### config.mk
export PLATFORM = sky130hd
export DESIGN_NAME = fba_front
export DESIGN_NICKNAME = d
export VERILOG_FILES = /design/src/design/fba_pkg.sv /design/src/design/fba_front.sv
export SDC_FILE = /design/constraint.sdc
export NUM_CORES = 1
export LEC_CHECK = 0
export BUFFER_PORTS_ARGS = -buffer_cell sky130_fd_sc_hd__buf_2
export CAP_MARGIN = 30
export CORE_MARGIN = 5
export CORE_UTILIZATION = 50
export DETAILED_ROUTE_END_ITERATION = 7
export HOLD_SLACK_MARGIN = 0.15
export PLACE_DENSITY = 0.78
export SYNTH_ARGS = -nofsm -noshare
export SYNTH_HDL_FRONTEND = slang
export SYNTH_SLANG_ARGS = --single-unit
export TNS_END_PERCENT = 30
### constraint.sdc
create_clock -name aclk -period 2.1 [get_ports aclk]
set_input_delay 0.105 -clock aclk [delete_from_list [all_inputs] [get_ports aclk]]
set_output_delay 0.105 -clock aclk [all_outputs]
set_load 0.02 [all_outputs]
### src/design/fba_pkg.sv
// Shared types and codes of the frame bitmap allocator.
// Used by fba_front, fba_back and frame_bitmap_allocator_core; no dependencies.
`timescale 1ns / 1ps

package fba_pkg;

    localparam int FRAME_W  = 15;
    localparam int WORD_W   = 32;
    localparam int BIT_IDX_W = 5;
    localparam int FC_W     = 16;
    localparam logic [WORD_W-1:0] WORD_FULL = 32'hFFFF_FFFF;

    // result status codes
    localparam logic [1:0] STATUS_DONE     = 2'd0;
    localparam logic [1:0] STATUS_NOCHANGE = 2'd1;
    localparam logic [1:0] STATUS_OOM      = 2'd2;

    // request command codes
    localparam logic CMD_ALLOC = 1'b0;
    localparam logic CMD_FREE  = 1'b1;

    // register indexes
    localparam int REG_FRAME_COUNT = 0;

    // what the back end has to do with a request
    typedef enum logic [2:0] {
        KIND_MAPPED,    // alloc on a mapped entry: echo frame, no change
        KIND_FREE_NONE, // free of frame zero: no change
        KIND_ALLOC,     // scan for the lowest free frame
        KIND_FREE_IN,   // clear a bit inside the bitmap
        KIND_FREE_OUT   // free beyond the bitmap: report done, no write
    } job_kind_t;

    typedef struct packed {
        job_kind_t          kind;
        logic [FRAME_W-1:0] page_frame;
        logic               is_kernel;
        logic               is_writeable;
    } job_t;

    // queue to back end handshake
    typedef struct packed {
        logic valid;
        job_t job;
    } job_q_t;

endpackage

### src/design/fba_front.sv
// Front end: accepts request beats, classifies them and queues them (2 deep).
// Depends on fba_pkg.
`timescale 1ns / 1ps

module fba_front
    import fba_pkg::*;
#(
    parameter int WORDS = 1024
) (
    input  logic         aclk,
    input  logic         aresetn,
    input  logic         s_tvalid,
    output logic         s_tready,
    input  logic [23:0]  s_tdata,   // page_frame[14:0], is_kernel[15], is_writeable[16]
    input  logic         s_tuser,   // cmd[0]
    output job_q_t       q_out,
    input  logic         q_pop
);

    job_t        slot_reg [2];
    logic        wr_ptr_reg, wr_ptr_next;
    logic        rd_ptr_reg, rd_ptr_next;
    logic [1:0]  cnt_reg, cnt_next;
    job_t        job_in;
    logic        push;
    logic [9:0]  pf_word;

    // classification of the incoming beat
    assign pf_word = s_tdata[FRAME_W-1:5];

    always_comb begin
        job_in.page_frame   = s_tdata[FRAME_W-1:0];
        job_in.is_kernel    = s_tdata[15];
        job_in.is_writeable = s_tdata[16];
        if (s_tuser == CMD_ALLOC) begin
            job_in.kind = (s_tdata[FRAME_W-1:0] != '0) ? KIND_MAPPED : KIND_ALLOC;
        end else if (s_tdata[FRAME_W-1:0] == '0) begin
            job_in.kind = KIND_FREE_NONE;
        end else if (32'(pf_word) < 32'(WORDS)) begin
            job_in.kind = KIND_FREE_IN;
        end else begin
            job_in.kind = KIND_FREE_OUT;
        end
    end

    assign s_tready = (cnt_reg != 2'd2);
    assign push     = s_tvalid && s_tready;

    assign q_out.valid = (cnt_reg != 2'd0);
    assign q_out.job   = slot_reg[rd_ptr_reg];

    // queue pointers and count
    always_comb begin
        wr_ptr_next = push ? ~wr_ptr_reg : wr_ptr_reg;
        rd_ptr_next = q_pop ? ~rd_ptr_reg : rd_ptr_reg;
        cnt_next    = cnt_reg + 2'(push) - 2'(q_pop);
    end

    always_ff @(posedge aclk) begin
        if (!aresetn) begin
            wr_ptr_reg <= 1'b0;
            rd_ptr_reg <= 1'b0;
            cnt_reg    <= 2'd0;
        end else begin
            wr_ptr_reg <= wr_ptr_next;
            rd_ptr_reg <= rd_ptr_next;
            cnt_reg    <= cnt_next;
        end
    end

    always_ff @(posedge aclk) begin
        if (push) begin
            slot_reg[wr_ptr_reg] <= job_in;
        end
    end

endmodule

-- Yosys cells after proc, flatten, opt, wreduce, memory -nomap -nowiden
Memories as Yosys holds them, arrays and structs flattened. A register that Yosys moved wholly into a read port is not among the register bits.
Cells that the tools add are included.
- output and inout bits: 22
- logic and storage cells: 20
- register bits after elaboration: 4
- memory bits (writable): 38
- memories: 1
- input bits: 29
- memory list (name ; words ; bits a word ; read ports ; clocked after Yosys merged registers in ; write ports ; RTL line ; source):
    slot_reg ; 2 ; 19 ; 1 ; 1 ; 1 ; fba_front.sv:20 ; job_t slot_reg [2];
- $add $sub $neg: 2
- muxes and demuxes: 7
- equality and inequality tests: 1
- reductions and logical operators: 4
- bitwise gates (word level): 2
- operators with widths (kind ; number):
    15-bit zero test ; 1
    15-bit nonzero test ; 1
    2-bit two-way mux ; 3
    1-bit two-way mux ; 4
    2-bit by 1-bit adder with 2-bit output ; 1
    2-bit inequality test (second input constant) ; 1
    1-bit NOT ; 2
    2-bit nonzero test ; 1
    2-bit by 1-bit subtractor with 2-bit output ; 1
    1-bit logical AND ; 1

-- Depth between registers and ports, before layout
- word-level depth: 4
- gate-level depth with buffers: 6
- depth with buffers taken out: 6

-- Worst setup path before layout
No wires, ideal clock.
- kind: register to register
- from: reg cnt_reg[0]
- to: mem slot_reg[1][0] in the netlist's numbering, enable pin
- setup slack: 493 ps
- stages on the path, launching flop included: 3
- period minus slack after synthesis: 1607 ps
- data required time: 1723 ps
- library setup time: 377 ps
- path buffers: 0
- arrival: 1230 ps
- cells stage by stage: dfxtp_1 nand2b_1 and3_1
- word-level cells in the longest chain between the ends: 4
- ends and longest elaborated chain (item ; RTL line ; source):
    start, declared ; fba_front.sv:23 ; logic [1:0] cnt_reg, cnt_next;
    start signal, assigned ; fba_front.sv:67 ; cnt_reg <= cnt_next;
    2-bit inequality test ; fba_front.sv:46 ; assign s_tready = (cnt_reg != 2'd2);
    via s_tready ; fba_front.sv:13 ; output logic s_tready,
    1-bit logical AND ; fba_front.sv:47 ; assign push = s_tvalid && s_tready;
    1-bit two-way mux ; fba_front.sv:72 ; if (push) begin
    1-bit two-way mux (implied by the code) ; fba_front.sv:73 ; slot_reg[wr_ptr_reg] <= job_in;
    end, declared ; fba_front.sv:20 ;
The timed path passes the listed nets, and every way through them passes these cells.

-- Worst setup path in the final report
- from: reg cnt_reg[0]
- to: mem slot_reg[1][8] in the netlist's numbering, enable pin
- word-level cells in the longest chain between the ends: 4
- ends and longest elaborated chain (item ; RTL line):
    2-bit inequality test ; fba_front.sv:46
    1-bit logical AND ; fba_front.sv:47
    1-bit two-way mux ; fba_front.sv:72
    1-bit two-way mux (implied by the code) ; fba_front.sv:73
Every way passes these cells.

==> flow_summary.ini <==
[min_path]
holdCritPathClass = primary input to register

[setup_path]
path_cells = nand2b_1 > and3_1 > buf_4
regToRegSetupSlack_ps = 530
cp_num_buf_inv = 1
critPathKind = register to register
required_ps = 2160
setup.worst_path.start_class = register
max_stage_delay_ps = 390
crit_fanout = 13
cp_top_family = simple AND/OR/NAND/NOR gates
cp.arrival_ps = 1630
slowest_stage = dfxtp_1
endpoint_kind = register

[yosys]
synth_area_leader_cell = edfxtp_1
synth_area_leaders = edfxtp_1 (69%), mux2_1 (13%), dfxtp_1 (6.0%), a21bo_1 (1.2%), and2_1 (1.1%)
ys_seq_area_share_pct = 74.6
yosysMostFrequentCell = edfxtp_1
synth_fp_nets = 122
yosys_warnings = 0
synthTopCellsByCount = edfxtp_1 (38), mux2_1 (19), dfxtp_1 (5)
synth_edf_count = 38
synthArstFlopShare_pct = 0
yosys_register_bits = 43
synth.avg_cell_area_um2 = 18.1
synth-main-ff-cell = edfxtp_1
netlist_instances = 92
yosysTopAreaCellShare_pct = 68.6
synthDistinctLibCells = 26
netlist_area_mm2 = 0.00166

[cts]
cts_resized = 0
clk_latency_ps = 350
cts_made_buffers = 5
cts_root_buffer = clkbuf_4
clockBufferDepth = 2
clkTransAtPathRegs_ps = 130
clock_sinks = 43
htreeDepth = 2
cts_tree = yes

[grt]
track_usage_pct = 14.9
grt_pass1_wl_mm = 4.80
grt_max_degree = 16
first_global_vias = 1015
antenna_found_initial = 0
grt-ovfl-total = 0

[drt]
drt-vias-per-instance = 4.72
drt_first_pass_iters = 4
wl_per_cell_um = 14.3
wirelength_mm = 3.02
ant_nets = 0
vias = 996
drc_errors = 0
drtIter0Drc = 33

[pwr]
power_density_mw_per_mm2 = 810
peakVddDrop_mv = 0.534
leakage_nw = 0.871

[finish]
drive_above_1_share_pct = 33.3
design_area_mm2 = 0.00222
syn_to_final_growth_pct = 33.5
largest_register_ffs = 38
final_core_util_pct = 67.6
fin_nets = 194
diodes = 0

[sta]
finalHoldViolations = 0
fin_ws_ps = 529
fmax_mhz = 637
holdWs_ps = 457
fin_crit_sh_pct = 74.8
period_minus_slack_ps = 1570
tns_ps = 0
finClkSkew_ps = 7.14
finalMaxSlewViolations = 0
rsz0062_at_grt = false
finalSetupViolations = 0

[outcome]
status = finished, final reports clean

[placement]
io_buffers = 42
hpwlAfterDp_mm = 2.07
placed_area_mm2 = 0.00194
place.gp.congestion = 0.654
post-place-ws_ps = 553

[die]
start_util_pct = 50.7
io_pins = 51
die_w_um = 67.7
coreArea_mm2 = 0.00328
die_y_um = 67.7
die-area_mm2 = 0.00458
rows = 21

[run]
cap_viol_max_count = 0
-- kinds of logic (layout without fill, tap and decap cells) --
group | count (synthesis) | count (layout) | share of synthesized area, %
flops | 43 | 43 | 74.6
mux | 20 | 20 | 13.5
simple gates | 16 | 16 | 5.64
compound gates | 4 | 4 | 2.11
buf+inv | 4 | 77 | 1.65
xor+xnor | 3 | 3 | 1.58
fa+ha+maj | 1 | 1 | 0.752
other cells | 1 | 1 | 0.225
-- power breakdown --
group | switching, W | total, W | internal [W]
Clock | 0.000275 | 0.000409 | 0.000134
Combinational | 0.000201 | 0.000354 | 0.000152
Sequential | 0.0000218 | 0.00104 | 0.00101
Total | 0.000498 | 0.00180 | 0.00130
-- cells in the final DEF, fill, tap and decap left out --
| master | instances |
|---|---|
| a21bo_1 | 2 |
| a21boi_1 | 1 |
| a22oi_1 | 1 |
| and2_1 | 3 |
| and3_1 | 1 |
| buf_2 | 42 |
| buf_4 | 4 |
| clkbuf_4 | 5 |
| clkinv_4 | 2 |
| clkinvlp_4 | 1 |
| conb_1 | 1 |
| dfxtp_1 | 5 |
| dlygate4sd3_1 | 22 |
| edfxtp_1 | 38 |
| ha_1 | 1 |
| inv_1 | 1 |
| mux2_1 | 19 |
| mux2i_1 | 1 |
| nand2_1 | 2 |
| nand2b_1 | 1 |
| nand3b_1 | 1 |
| nand4_1 | 1 |
| nor2_1 | 1 |
| nor3_1 | 1 |
| nor4_1 | 3 |
| or2_2 | 1 |
| or2b_1 | 1 |
| xnor2_1 | 2 |
| xor2_1 | 1 |
-- worst paths after layout --
| kind | from | cells after the start | to |
|---|---|---|---|
| worst max register to register | cnt_reg[0]$_SDFF_PN0_ | 3 | slot_reg[1][8]$_DFFE_PP_ |
| worst min register to register | rd_ptr_reg$_SDFFE_PN0P_ | 2 | register |
| worst max-delay path | cnt_reg[0]$_SDFF_PN0_ | 3 | slot_reg[1][8]$_DFFE_PP_ |
| worst min-delay path | s_tdata[15] | 2 | slot_reg[1][1]$_DFFE_PP_ |
-- per-layer routing --
metal | part of all wire [%] | global-route usage, % | wire [um] | vias up
li1 | - | - | - | 493
met2 | 54 | 25.4 | 1620 | 28
met5 | 0 | 0 | 0 | -
met4 | 2.0 | 6.84 | 59 | 0
met1 | 38 | 16.7 | 1150 | 468
met3 | 6.4 | 5.16 | 192 | 7
-- layout make-up --
type | instances | area, um2
clock buffers | 5 | 37.5
clock inverters | 3 | 25.0
fillers | 229 | 1060
inverters | 1 | 3.75
multi-input cells | 45 | 395
flip-flops and latches | 43 | 1240
well taps | 46 | 57.6
repair buffers | 68 | 460
-- timing repair --
item / CTS / global route
buffers inserted: 0 / 0
hold buffers: 22 / 0
hold endpoints to repair: 43 / 0
-- per-stage QoR --
| step | std cells | total power (W) |
|---|---|---|
| 2_1_floorplan | 92 | 0.00126 |
| 3_3_place_gp | 181 | 0.00136 |
| 3_5_place_dp | 181 | 0.00138 |
| 4_1_cts | 211 | 0.00182 |
| 5_1_grt | 211 | 0.00188 |
| 6_report | 211 | 0.00180 |
(Power assumes the default switching activity.)
